$ cat src/rtl/msam_pkg.sv
// Shared constants and types for the multi-stream audio mixer.
package msam_pkg;

	// Configuration port shape
	localparam int CFG_IDX_BITS  = 2;
	localparam int CFG_DATA_BITS = 16;

	// Register indexes
	typedef enum logic [CFG_IDX_BITS-1:0] {
		REG_MIX_CHANNELS = 2'd0,
		REG_VOLUME_GAIN  = 2'd1,
		REG_BALANCE      = 2'd2
	} reg_idx_t;

	// Fixed-point gain format (Q2.14 volume, Q1.14 balance)
	localparam int GAIN_BITS   = 16;
	localparam int ROUND_SHIFT = 14;
	localparam int UNITY_Q14   = 16384;
	localparam int ROUND_HALF  = UNITY_Q14 / 2;

	// Guard bits of the per-channel accumulators above the sample width
	localparam int SUM_GUARD = 4;

	// Channel-count codes
	localparam logic [1:0] CH_MONO   = 2'd1;
	localparam logic [1:0] CH_STEREO = 2'd2;

	// Reset values of the registers
	localparam logic [1:0]           MIX_RESET = CH_STEREO;
	localparam logic [GAIN_BITS-1:0] VOL_RESET = GAIN_BITS'(UNITY_Q14);

endpackage

$ cat src/rtl/msam_accum.sv
// Per-channel saturating accumulators for the frame sums.
module msam_accum #(
	parameter int SB = 16
) (
	input  logic                clk,
	input  logic                arst_n,
	input  logic                add,
	input  logic                clear,
	input  logic                stereo_mix,
	input  logic                stereo_in,
	input  logic signed [SB-1:0] s0,
	input  logic signed [SB-1:0] s1,
	output logic signed [SB+msam_pkg::SUM_GUARD-1:0] sum_first_nxt,
	output logic signed [SB+msam_pkg::SUM_GUARD-1:0] sum_second_nxt
);
	import msam_pkg::*;

	localparam int SW = SB + SUM_GUARD;
	localparam logic signed [SW:0] LIM_HI = (SW+1)'((1 << (SW-1)) - 1);
	localparam logic signed [SW:0] LIM_LO = -LIM_HI - (SW+1)'(1);

	logic signed [SW-1:0] sum_first_q;
	logic signed [SW-1:0] sum_second_q;
	logic signed [SW:0]   wide_first;
	logic signed [SW:0]   wide_second;
	logic signed [SB-1:0] s_second;

	// Clamp a grown sum back to the accumulator range
	function automatic logic signed [SW-1:0] sat_sum(input logic signed [SW:0] x);
		logic signed [SW-1:0] r;
		if (x > LIM_HI) begin
			r = SW'(LIM_HI);
		end else if (x < LIM_LO) begin
			r = SW'(LIM_LO);
		end else begin
			r = SW'(x);
		end
		return r;
	endfunction

	// A mono stream feeds its first sample into both channels
	assign s_second    = stereo_in ? s1 : s0;
	assign wide_first  = (SW+1)'(sum_first_q) + (SW+1)'(s0);
	assign wide_second = (SW+1)'(sum_second_q) + (SW+1)'(s_second);

	assign sum_first_nxt  = sat_sum(wide_first);
	assign sum_second_nxt = stereo_mix ? sat_sum(wide_second) : sum_second_q;

	// Sums clear once the frame is handed to the scaler
	always_ff @(posedge clk or negedge arst_n) begin
		if (!arst_n) begin
			sum_first_q  <= '0;
			sum_second_q <= '0;
		end else if (add) begin
			if (clear) begin
				sum_first_q  <= '0;
				sum_second_q <= '0;
			end else begin
				sum_first_q  <= sum_first_nxt;
				sum_second_q <= sum_second_nxt;
			end
		end
	end

endmodule

$ cat src/rtl/msam_smul.sv
// Bit-serial shift-and-add multiplier with Q14 round-half-up output.
module msam_smul #(
	parameter int MW = 20,
	parameter int NW = 16
) (
	input  logic                clk,
	input  logic                arst_n,
	input  logic                start,
	input  logic signed [MW-1:0] mcand,
	input  logic [NW-1:0]       mplier,
	output logic                done,
	output logic signed [MW+NW+1-msam_pkg::ROUND_SHIFT-1:0] result
);
	import msam_pkg::*;

	localparam int PW = MW + NW + 1;
	localparam int RW = PW - ROUND_SHIFT;
	localparam int CW = $clog2(NW + 1);

	logic signed [PW-1:0] acc_q;
	logic signed [PW-1:0] mc_q;
	logic [NW-1:0]        mp_q;
	logic [CW-1:0]        cnt_q;
	logic                 busy_q;
	logic                 done_q;

	// One multiplier bit per cycle; the accumulator starts at the rounding half
	always_ff @(posedge clk or negedge arst_n) begin
		if (!arst_n) begin
			busy_q <= 1'b0;
			done_q <= 1'b0;
			cnt_q  <= '0;
		end else begin
			done_q <= 1'b0;
			if (start) begin
				acc_q  <= PW'(ROUND_HALF);
				mc_q   <= PW'(mcand);
				mp_q   <= mplier;
				cnt_q  <= CW'(NW);
				busy_q <= 1'b1;
			end else if (busy_q) begin
				if (mp_q[0]) begin
					acc_q <= acc_q + mc_q;
				end
				mc_q  <= mc_q <<< 1;
				mp_q  <= mp_q >> 1;
				cnt_q <= cnt_q - CW'(1);
				if (cnt_q == CW'(1)) begin
					busy_q <= 1'b0;
					done_q <= 1'b1;
				end
			end
		end
	end

	assign done   = done_q;
	// Arithmetic shift gives floor, so with the preload this is round half up
	assign result = RW'(acc_q >>> ROUND_SHIFT);

endmodule

$ cat src/rtl/multi_stream_audio_mixer_top.sv
// Top level of the multi-stream audio mixer: config, sequencer and output register.
//
// Usage: each input transaction on s_* carries one frame of one source stream;
// s_tlast marks the final stream of a frame. Streams are summed per channel
// (mono streams feed both channels). On the tlast transaction the sums are
// scaled by the volume, saturated to the sample range and, in stereo mode,
// the balance attenuates the opposite channel. One result transaction then
// appears on m_*. Registers are written through cfg_we/cfg_index/cfg_data;
// the user must write them only while the block is idle, as the block itself
// does not enforce it. A non-final stream item is accepted whenever the block
// is idle. A final item starts a sequence on one bit-serial multiplier (a
// start, a load and 16 bit steps per product): one product in mono, two in
// stereo, three in stereo with non-zero balance, then the output register is
// loaded; s_tready is low during that sequence.
// When the receiver stalls, the result waits in the output register and
// further non-final items are still accepted; a new result waits until the
// register is free. Reset clears the sums and restores stereo mode, unity
// volume and centred balance; no output is pending after reset.
module multi_stream_audio_mixer_top #(
	parameter int SAMPLE_BITS = 16
) (
	input  logic clk,
	input  logic arst_n,
	// configuration write port
	input  logic                               cfg_we,
	input  logic [msam_pkg::CFG_IDX_BITS-1:0]  cfg_index,
	input  logic [msam_pkg::CFG_DATA_BITS-1:0] cfg_data,
	// input stream
	input  logic s_tvalid,
	output logic s_tready,
	// s_tdata: sample_first, sample_second, stream_channels (from bit 0 up)
	input  logic [((2*SAMPLE_BITS+2+7)/8)*8-1:0] s_tdata,
	input  logic s_tlast,
	// output stream
	output logic m_tvalid,
	input  logic m_tready,
	// m_tdata: mixed_first, mixed_second, frame_channels (from bit 0 up)
	output logic [((2*SAMPLE_BITS+2+7)/8)*8-1:0] m_tdata
);
	import msam_pkg::*;

	localparam int SB  = SAMPLE_BITS;
	localparam int SW  = SB + SUM_GUARD;
	localparam int TDW = ((2*SB+2+7)/8)*8;
	localparam int RW  = SW + GAIN_BITS + 1 - ROUND_SHIFT;
	localparam logic signed [RW-1:0] SMAX = RW'((1 << (SB-1)) - 1);
	localparam logic signed [RW-1:0] SMIN = -SMAX - RW'(1);
	localparam logic signed [GAIN_BITS-1:0] BAL_HI = GAIN_BITS'(UNITY_Q14);
	localparam logic signed [GAIN_BITS-1:0] BAL_LO = -BAL_HI;

	typedef enum logic [2:0] {
		ST_IDLE,
		ST_MUL_A,
		ST_MUL_B,
		ST_MUL_BAL,
		ST_EMIT
	} state_t;

	// configuration registers
	logic [1:0]                  mix_q;
	logic [GAIN_BITS-1:0]        vol_q;
	logic signed [GAIN_BITS-1:0] bal_q;

	// sequencer
	state_t               state_q;
	logic                 start_q;
	logic signed [SW-1:0] mcand_q;
	logic [GAIN_BITS-1:0] mplier_q;
	logic signed [SW-1:0] wb_q;
	logic                 stereo_q;
	logic                 bal_b_q;
	logic signed [SB-1:0] a_q;
	logic signed [SB-1:0] b_q;

	// output register
	logic                 m_tvalid_q;
	logic signed [SB-1:0] ma_q;
	logic signed [SB-1:0] mb_q;
	logic [1:0]           fc_q;

	logic                 accept;
	logic                 stereo_mix;
	logic signed [SB-1:0] s0;
	logic signed [SB-1:0] s1;
	logic [1:0]           s_ch;
	logic signed [SW-1:0] sum_first_nxt;
	logic signed [SW-1:0] sum_second_nxt;
	logic                 mul_done;
	logic signed [RW-1:0] mul_res;
	logic signed [SB-1:0] mul_sat;
	logic signed [GAIN_BITS-1:0] bal_c;
	logic signed [GAIN_BITS:0]   f_neg;
	logic signed [GAIN_BITS:0]   f_pos;

	// input unpacking
	assign s0       = s_tdata[SB-1:0];
	assign s1       = s_tdata[2*SB-1:SB];
	assign s_ch     = s_tdata[2*SB+1:2*SB];
	assign accept   = s_tvalid && s_tready;
	assign s_tready = (state_q == ST_IDLE);
	assign stereo_mix = mix_q[1];

	// register writes
	always_ff @(posedge clk or negedge arst_n) begin
		if (!arst_n) begin
			mix_q <= MIX_RESET;
			vol_q <= VOL_RESET;
			bal_q <= '0;
		end else if (cfg_we) begin
			case (cfg_index)
				REG_MIX_CHANNELS: mix_q <= cfg_data[1:0];
				REG_VOLUME_GAIN:  vol_q <= cfg_data[GAIN_BITS-1:0];
				REG_BALANCE:      bal_q <= cfg_data[GAIN_BITS-1:0];
				default: ;
			endcase
		end
	end

	msam_accum #(.SB(SB)) u_accum (
		.clk            (clk),
		.arst_n         (arst_n),
		.add            (accept),
		.clear          (s_tlast),
		.stereo_mix     (stereo_mix),
		.stereo_in      (s_ch[1]),
		.s0             (s0),
		.s1             (s1),
		.sum_first_nxt  (sum_first_nxt),
		.sum_second_nxt (sum_second_nxt)
	);

	msam_smul #(.MW(SW), .NW(GAIN_BITS)) u_smul (
		.clk    (clk),
		.arst_n (arst_n),
		.start  (start_q),
		.mcand  (mcand_q),
		.mplier (mplier_q),
		.done   (mul_done),
		.result (mul_res)
	);

	// saturation of the volume product to the sample range
	always_comb begin
		if (mul_res > SMAX) begin
			mul_sat = SB'(SMAX);
		end else if (mul_res < SMIN) begin
			mul_sat = SB'(SMIN);
		end else begin
			mul_sat = SB'(mul_res);
		end
	end

	// balance clamp and attenuation factors
	always_comb begin
		if (bal_q > BAL_HI) begin
			bal_c = BAL_HI;
		end else if (bal_q < BAL_LO) begin
			bal_c = BAL_LO;
		end else begin
			bal_c = bal_q;
		end
	end
	assign f_neg = (GAIN_BITS+1)'(UNITY_Q14) + (GAIN_BITS+1)'(bal_c);
	assign f_pos = (GAIN_BITS+1)'(UNITY_Q14) - (GAIN_BITS+1)'(bal_c);

	// frame sequencer and output register
	always_ff @(posedge clk or negedge arst_n) begin
		if (!arst_n) begin
			state_q    <= ST_IDLE;
			start_q    <= 1'b0;
			m_tvalid_q <= 1'b0;
			stereo_q   <= 1'b0;
			bal_b_q    <= 1'b0;
		end else begin
			start_q <= 1'b0;
			if (m_tvalid_q && m_tready) begin
				m_tvalid_q <= 1'b0;
			end
			case (state_q)
				ST_IDLE: begin
					if (accept && s_tlast) begin
						mcand_q  <= sum_first_nxt;
						mplier_q <= vol_q;
						wb_q     <= sum_second_nxt;
						stereo_q <= stereo_mix;
						start_q  <= 1'b1;
						state_q  <= ST_MUL_A;
					end
				end
				ST_MUL_A: begin
					if (mul_done) begin
						a_q <= mul_sat;
						b_q <= '0;
						if (stereo_q) begin
							mcand_q  <= wb_q;
							mplier_q <= vol_q;
							start_q  <= 1'b1;
							state_q  <= ST_MUL_B;
						end else begin
							state_q <= ST_EMIT;
						end
					end
				end
				ST_MUL_B: begin
					if (mul_done) begin
						b_q <= mul_sat;
						if (bal_c < 0) begin
							mcand_q  <= SW'(mul_sat);
							mplier_q <= f_neg[GAIN_BITS-1:0];
							bal_b_q  <= 1'b1;
							start_q  <= 1'b1;
							state_q  <= ST_MUL_BAL;
						end else if (bal_c > 0) begin
							mcand_q  <= SW'(a_q);
							mplier_q <= f_pos[GAIN_BITS-1:0];
							bal_b_q  <= 1'b0;
							start_q  <= 1'b1;
							state_q  <= ST_MUL_BAL;
						end else begin
							state_q <= ST_EMIT;
						end
					end
				end
				ST_MUL_BAL: begin
					// attenuation never grows the value, so low bits suffice
					if (mul_done) begin
						if (bal_b_q) begin
							b_q <= mul_res[SB-1:0];
						end else begin
							a_q <= mul_res[SB-1:0];
						end
						state_q <= ST_EMIT;
					end
				end
				ST_EMIT: begin
					if (!m_tvalid_q || m_tready) begin
						ma_q       <= a_q;
						mb_q       <= b_q;
						fc_q       <= stereo_q ? CH_STEREO : CH_MONO;
						m_tvalid_q <= 1'b1;
						state_q    <= ST_IDLE;
					end
				end
				default: state_q <= ST_IDLE;
			endcase
		end
	end

	assign m_tvalid = m_tvalid_q;
	assign m_tdata  = TDW'({fc_q, mb_q, ma_q});

endmodule
$ cat config.mk
export PLATFORM = sky130hd
export DESIGN_NAME = multi_stream_audio_mixer_top
export DESIGN_NICKNAME = d
export VERILOG_FILES = /design/src/rtl/msam_pkg.sv /design/src/rtl/msam_accum.sv /design/src/rtl/msam_smul.sv /design/src/rtl/multi_stream_audio_mixer_top.sv
export SDC_FILE = /design/constraint.sdc
export NUM_CORES = 1
export LEC_CHECK = 0
export ABC_AREA = 1
export BUFFER_PORTS_ARGS = -buffer_cell sky130_fd_sc_hd__buf_2
export CAP_MARGIN = 20
export CELL_PAD_IN_SITES_DETAIL_PLACEMENT = 1
export CELL_PAD_IN_SITES_GLOBAL_PLACEMENT = 2
export CORE_ASPECT_RATIO = 0.7
export CORE_MARGIN = 5
export CORE_UTILIZATION = 33
export DETAILED_ROUTE_END_ITERATION = 16
export PLACE_DENSITY_LB_ADDON = 0.15
export SYNTH_ARGS = -nofsm -noshare
export SYNTH_HDL_FRONTEND = slang
export SYNTH_SLANG_ARGS = --single-unit
$ cat constraint.sdc
create_clock -name clk -period 3.5 [get_ports clk]
set_input_delay 0.525 -clock clk [delete_from_list [all_inputs] [get_ports clk]]
set_output_delay 0.525 -clock clk [all_outputs]
set_load 0.02 [all_outputs]
==> reports/metrics.cfg, run 1 <==
[setup_path]
setup.worst_path.start_class = register
cp-end-kind = register
path_cells = ha_1 > inv_1 > fa_1 > inv_1 > nand2_1 > o21ai_1 > nand2_1 > nand2_1 > nand2_1 > nand2_1 > nand4_1 > nand4_1 > nand3_1 > nand2_1 > inv_1
worstSetupPathType = register to register
regToRegStartpoint = u_smul.mc_q[0]
r2r_cells = 15
cp.required_ns = 3.78
crit_path_top_delay_cell = fa_1
worstPathArrival_ns = 3.48
r2r-end = u_smul.acc_q[26]
cp_max_fo = 4
rrSetupSlack_ns = 0.30
critical_path.max_stage_delay_ns = 0.39
crit_top_cell = nand2_1

[run]
drv_cap = 0

[logic_synthesis]
ys_top_cells_by_area = edfxtp_1, nand2_1, dfrtp_1
ys_warn_count = 0
ys_seq_elements = 299
async_reset_ff_share_pct = 29.1
synth_top_area_share_pct = 34.1
synth_top_flop_cell = edfxtp_1
syn_area_per_cell_sq_um = 7.76
yosysTopAreaCell = edfxtp_1
netlist_area_sq_um = 18700
syn_inst = 2408
synth_enable_flop_cells = 212
yosysMostFrequentCell = nand2_1
synth.distinct_cells = 55
ys_top_cells_by_count = nand2_1, inv_1, nor2_1
synth_seq_area_share_pct = 45.7

[power_and_ir_drop]
seq_power_share_pct = 43.5
switching_share_pct = 27.7
p_clk_share_pct = 42.2
p_leak_nw = 10.2
irDropWorstVdd_mv = 0.267
p_per_area_nw_per_um2 = 431
switchingPower_mw = 2.55
p_int_mw = 6.64
p_comb_share_pct = 14.2

[sta]
rsz0062_at_grt = false
slew_violations = 0
max-slew-margin-rel_pct = 27.4
hold_viol = 0
fin_hold_ws_ns = 0.151
fin_crit_ns = 3.20
tightest_slew_ns = 1.09
setup_tns_ns = 0
period_share_pct = 91.4
finalSetupViolCount = 0
fin_skew_ns = 0.0194
max_freq_mhz = 313

[floorplan]
coreArea_sq_um = 56400
top_level_ports = 106
die_w_microns = 294
rows = 73
die_height_microns = 209
die_area_sq_um = 61600
start_util_pct = 33.1

[cts]
clk_latency_ns = 0.53
path_clk_slew_ns = 0.07
cts_max_level = 2
cts_root_buf = clkbuf_16
cts_tree = yes
cts.sinks = 299
clockBufferDepth = 3
numCtsBuffers = 34

[route]
ant_nets = 0
totalWireLength_microns = 66500
drt_pass1_iterations = 5
vias = 16577
first_iter_violations = 1204
drt_drc_violations_left = 0
wl_per_cell_microns = 20.3
post_drt_via_cell_ratio = 5.06

[cells_and_area]
fillers = 6885
syn_to_final_growth_pct = 14.0
drive_above_1_share_pct = 10.1
antenna_cells = 0
num-nets-final = 2648

[grt]
antenna_found_initial = 3
grt_pass1_wl_microns = 103000
grt_overflow = 0
track_usage_pct = 21.4
grt_pass1_vias = 16928
grt_max_degree = 61

[placement]
hpwl_microns = 52100
gp_congestion = 0.874
port_buffers = 92

[hold_path]
min-delay-path-class = input port to asynchronous set/reset pin

[outcome]
status = finished clean

## power by group through the flow
stage | clock network, mW | logic (mW) | registers [mW]
after floorplan | 0 | 0.911 | 4.02
after global placement | 0 | 1.27 | 4.07
after detailed placement | 0 | 1.30 | 4.07
after CTS | 3.98 | 1.31 | 4.00
after global routing | 4.13 | 1.49 | 4.01
final | 3.88 | 1.31 | 4.00
## metal layers
metal	track usage [%]	vias up	routed length, microns
li1	-	8094	-
met1	35.1	8093	35800
met2	29.8	337	26300
met3	3.39	53	3530
met4	2.99	0	840
met5	0	-	0
## registers in the layout (all words and copies together) (netlist names), 20 cells and up
name,cells
mcand_q,20
u_accum.sum_first_q,20
u_accum.sum_second_q,20
u_smul.acc_q,37
u_smul.mc_q,37
wb_q,20
## cells by family (layout without fill, tap and decap cells)
| kind of cell | Yosys count | in the layout | share of synthesized area (%) |
|---|---|---|---|
| AO/OA/AOI/OAI | 361 | 361 | 10.7 |
| flip-flops | 299 | 299 | 45.7 |
| AND/OR/NAND/NOR | 1248 | 1248 | 27.4 |
| adder cells (fa/ha/maj) | 82 | 82 | 5.61 |
| other | 1 | 6 | 0.0201 |
| buffers and inverters | 361 | 473 | 7.72 |
| multiplexers | 15 | 15 | 0.904 |
| XOR/XNOR | 41 | 41 | 1.92 |
## cell type report
type | count | area (sq um) | share of cell area (%)
well taps | 750 | 938 | 4.40
repair buffers | 132 | 832 | 3.91
flip-flops and latches | 299 | 8550 | 40.1
clock buffers | 40 | 873 | 4.10
multi-input cells | 1753 | 8770 | 41.1
clock inverters | 19 | 290 | 1.36
inverters | 282 | 1060 | 4.97
## timing repair
action,in CTS,in global routing
endpoints found under the setup margin,0,5
gates resized for setup,0,1
setup buffers,0,0
hold buffers,0,0
## worst max path at each step
stage / endpoint / from / slack [ns]
detailed placement: wb_q[7] / s_tdata[33] / 0.09
CTS: u_smul.acc_q[20] / u_smul.mc_q[0] / 0.17
global route: u_smul.acc_q[26] / u_smul.mc_q[0] / 0.06
finish: u_smul.acc_q[26] / u_smul.mc_q[0] / 0.30
floorplan: fc_q[0] / state_q[0] / 0.07
global placement: wb_q[8] / s_tdata[33] / 0.17
## per-stage QoR
step	power, mW	setup slack, ns	utilization (%)	std cells	instance area, sq um
floorplan	4.93	0.0713	-	2413	18700
global placement	5.34	0.167	35.6	3213	20100
detailed placement	5.37	0.0913	35.6	3213	20100
CTS	9.29	0.174	37.7	3272	21300
global route	9.63	0.0567	37.7	3275	21300
finish	9.19	0.301	37.7	3275	21300
## layout by cell type, fill, tap and decap left out, drive strengths merged, types with 2 or more instances in the layout
cell type,n
nand4,33
or2,4
a22o,16
o211ai,6
nand3b,3
buf,132
bufinv,7
fa,3
edfxtp,212
o21ai,165
nand3,147
clkinv,11
a21o,5
xor2,31
ha,79
a21boi,3
a211oi,3
nor2,245
and2,4
a21oi,122
clkbuf,40
o21bai,11
a31oi,22
mux2,15
nor3,12
nor4,5
nand2,794
o21a,2
conb,6
dfstp,2
xnor2,10
clkinvlp,3
inv,280
dfrtp,85
## critical path, delay by kind of cell, from the launching register on
kind                     cells  cell delay [ns]
AND/OR/NAND/NOR              9             1.24
adder cells (fa/ha/maj)      2             0.70
flip-flops                   1             0.37
AO/OA/AOI/OAI                1             0.34
buffers and inverters        3             0.30
Power figures use the tool's default switching activity.
==> run 2: changes to the inputs <==
Settings changed: CORE_MARGIN 5 to 10.
==> reports/metrics.cfg, run 2 (synthesized netlist as in run 1, its figures left out) <==
[grt]
grt_pass1_vias = 17124  ; +1.2%
antenna_found_initial = 1  ; -2
grt_pass1_wl_microns = 104000  ; +0.91%
grt_max_degree = 61  ; unchanged
grt_overflow = 0  ; unchanged
track_usage_pct = 19.7  ; -1.7 points

[route]
totalWireLength_microns = 66300  ; -0.33%
post_drt_via_cell_ratio = 5.08  ; +0.28%
ant_nets = 0  ; unchanged
vias = 16557  ; -0.12%
first_iter_violations = 1096  ; -9.0%
drt_pass1_iterations = 6  ; +1
drt_drc_violations_left = 0  ; unchanged
wl_per_cell_microns = 20.3  ; about the same

[hold_path]
min-delay-path-class = input port to register
min-delay-start = m_tready

[setup_path]
crit_path_top_delay_cell = edfxtp_1
cp.required_ns = 3.79  ; about the same
critical_path.max_stage_delay_ns = 0.40  ; about the same
cp-end-kind = register
startpoint = u_smul.acc_q[0]
cp_max_fo = 4  ; unchanged
worstSetupPathType = register to register
path_cells = ha_1 > inv_1 > fa_1 > inv_1 > nand2_1 > o21ai_0 > nand2_1 > nand2_1 > nand2_1 > nand2_1 > nand4_1 > nand4_1 > nand3_1 > nand2_1 > inv_1
worstPathArrival_ns = 3.48  ; about the same
crit_top_cell = nand2_1
regToRegStartpoint = u_smul.acc_q[0]
setup.worst_path.start_class = register

[cells_and_area]
layout.cells.non_filler = 3262  ; -0.40%
layout_commonest_cell = nand2_1
drive_above_1_share_pct = 10.0  ; -0.024 points
largest_registers = u_smul.acc_q x37, u_smul.mc_q x37
syn_to_final_growth_pct = 13.5
final_util_pct = 38.1  ; +0.35 points
fillers = 6781  ; -1.5%
final_cell_mix = nand2_1, inv_1, nor2_1
num-nets-final = 2641  ; -0.26%

[cts]
cts_max_level = 2  ; unchanged
path_clk_slew_ns = 0.06  ; about the same
numCtsBuffers = 34  ; unchanged
cts_tree = yes
cts.sinks = 299  ; unchanged
cts_root_buf = clkbuf_16
clockBufferDepth = 3  ; unchanged
clk_latency_ns = 0.54  ; about the same
cts_resized = 0  ; unchanged

[sta]
hold_viol = 0  ; unchanged
max_freq_mhz = 313  ; +0.21%
fin_crit_ns = 3.19  ; -0.00678 ns
setup_tns_ns = 0  ; unchanged
rsz0062_at_grt = false
period_share_pct = 91.2  ; -0.19 points
finalSetupViolCount = 0  ; unchanged
max-slew-margin-rel_pct = 30.4  ; +3.0 points
slew_violations = 0  ; unchanged
tightest_slew_ns = 1.04  ; -0.0461 ns
fin_skew_ns = 0.0278  ; +0.00840 ns

[floorplan]
die_w_microns = 304  ; +3.4%
die_height_microns = 219  ; +4.8%
die_area_sq_um = 66700  ; +8.3%
rows = 72  ; -1.4%
start_util_pct = 33.6  ; +0.46 points
top_level_ports = 106  ; unchanged
coreArea_sq_um = 55700  ; -1.4%

[power_and_ir_drop]
p_leak_nw = 10.1  ; -0.42%
irDropWorstVdd_mv = 0.292  ; +9.4%
p_per_area_nw_per_um2 = 426  ; -1.2%

[placement]
gp_congestion = 0.853  ; -2.4%
port_buffers = 92  ; unchanged
hpwl_microns = 52400  ; +0.55%
dp.cells = 3196  ; -0.53%

[run]
drv_cap = 0  ; unchanged

[outcome]
status = finished clean

-- run 2: cell types whose count changed in the layout (fill, tap and decap cells not counted), sizes merged --
cell | previous run | this run
inv | 280 | 284
diode | 0 | 1
dlygate4sd3 | 0 | 1
clkinvlp | 3 | 7
buf | 132 | 124
bufinv | 7 | 3
clkbuf | 40 | 39
-- run 2: metrics by stage --
step | instance area (sq um) | power (mW) | setup WS, ns | hold slack, ns
detailed placement | 20000 | 5.36 | 0.0864 | 0.407
finish | 21200 | 9.04 | 0.307 | 0.184
floorplan | 18700 | 4.93 | 0.0713 | 0.229
global placement | 20000 | 5.33 | 0.197 | 0.407
global route | 21200 | 9.49 | 0.00187 | 0.185
CTS | 21200 | 9.13 | 0.313 | 0.168
-- run 2: worst paths after layout --
kind	endpoint	slack (ns)	depth (start not counted)
max	u_smul.acc_q[26]	0.31	15
min	m_tvalid	0.18	2
max reg2reg	u_smul.acc_q[26]	0.31	15
min reg2reg	mb_q[10]	0.42	0
max in group asynchronous	u_accum.sum_first_q[7]	1.88	3
min in group asynchronous	bal_q[2]	0.50	2
-- run 2: critical path: cells and delay by family, from the launching register on --
family / cells / cell delay, ns
AO/OA/AOI/OAI: 1 / 0.29
adder cells (fa/ha/maj): 2 / 0.73
buffers and inverters: 3 / 0.30
flip-flops: 1 / 0.40
AND/OR/NAND/NOR: 9 / 1.22
-- run 2: area by class of cell --
class / instances / area, sq um / area share [%]
Sequential cell: 299 / 8550 / 40.3
Multi-Input combinational cell: 1753 / 8750 / 41.3
Clock buffer: 39 / 921 / 4.34
Tap cell: 740 / 926 / 4.37
Clock inverter: 23 / 234 / 1.10
Antenna cell: 1 / 2.50 / 0.0118
Timing Repair Buffer: 125 / 769 / 3.63
Inverter: 282 / 1060 / 4.99
-- run 2: repair_timing --
| action | 4_1_cts | 5_1_grt |
|---|---|---|
| endpoints found under the hold margin | 24 | 0 |
| setup buffers | 0 | 0 |
| hold buffers | 1 | 0 |
-- run 2: power by group --
group          internal [mW]  total, mW  switching, mW
logic                  0.414       1.29          0.881
registers               3.91       4.00         0.0902
clock network           2.15       3.75           1.60
-- run 2: layer usage --
layer	part of all wire, %	vias to the layer above	track usage [%]
li1	-	8086	-
met1	53	8059	30.6
met2	39	356	27.9
met3	6.4	56	3.85
met4	1.3	0	3.16
met5	0	-	0
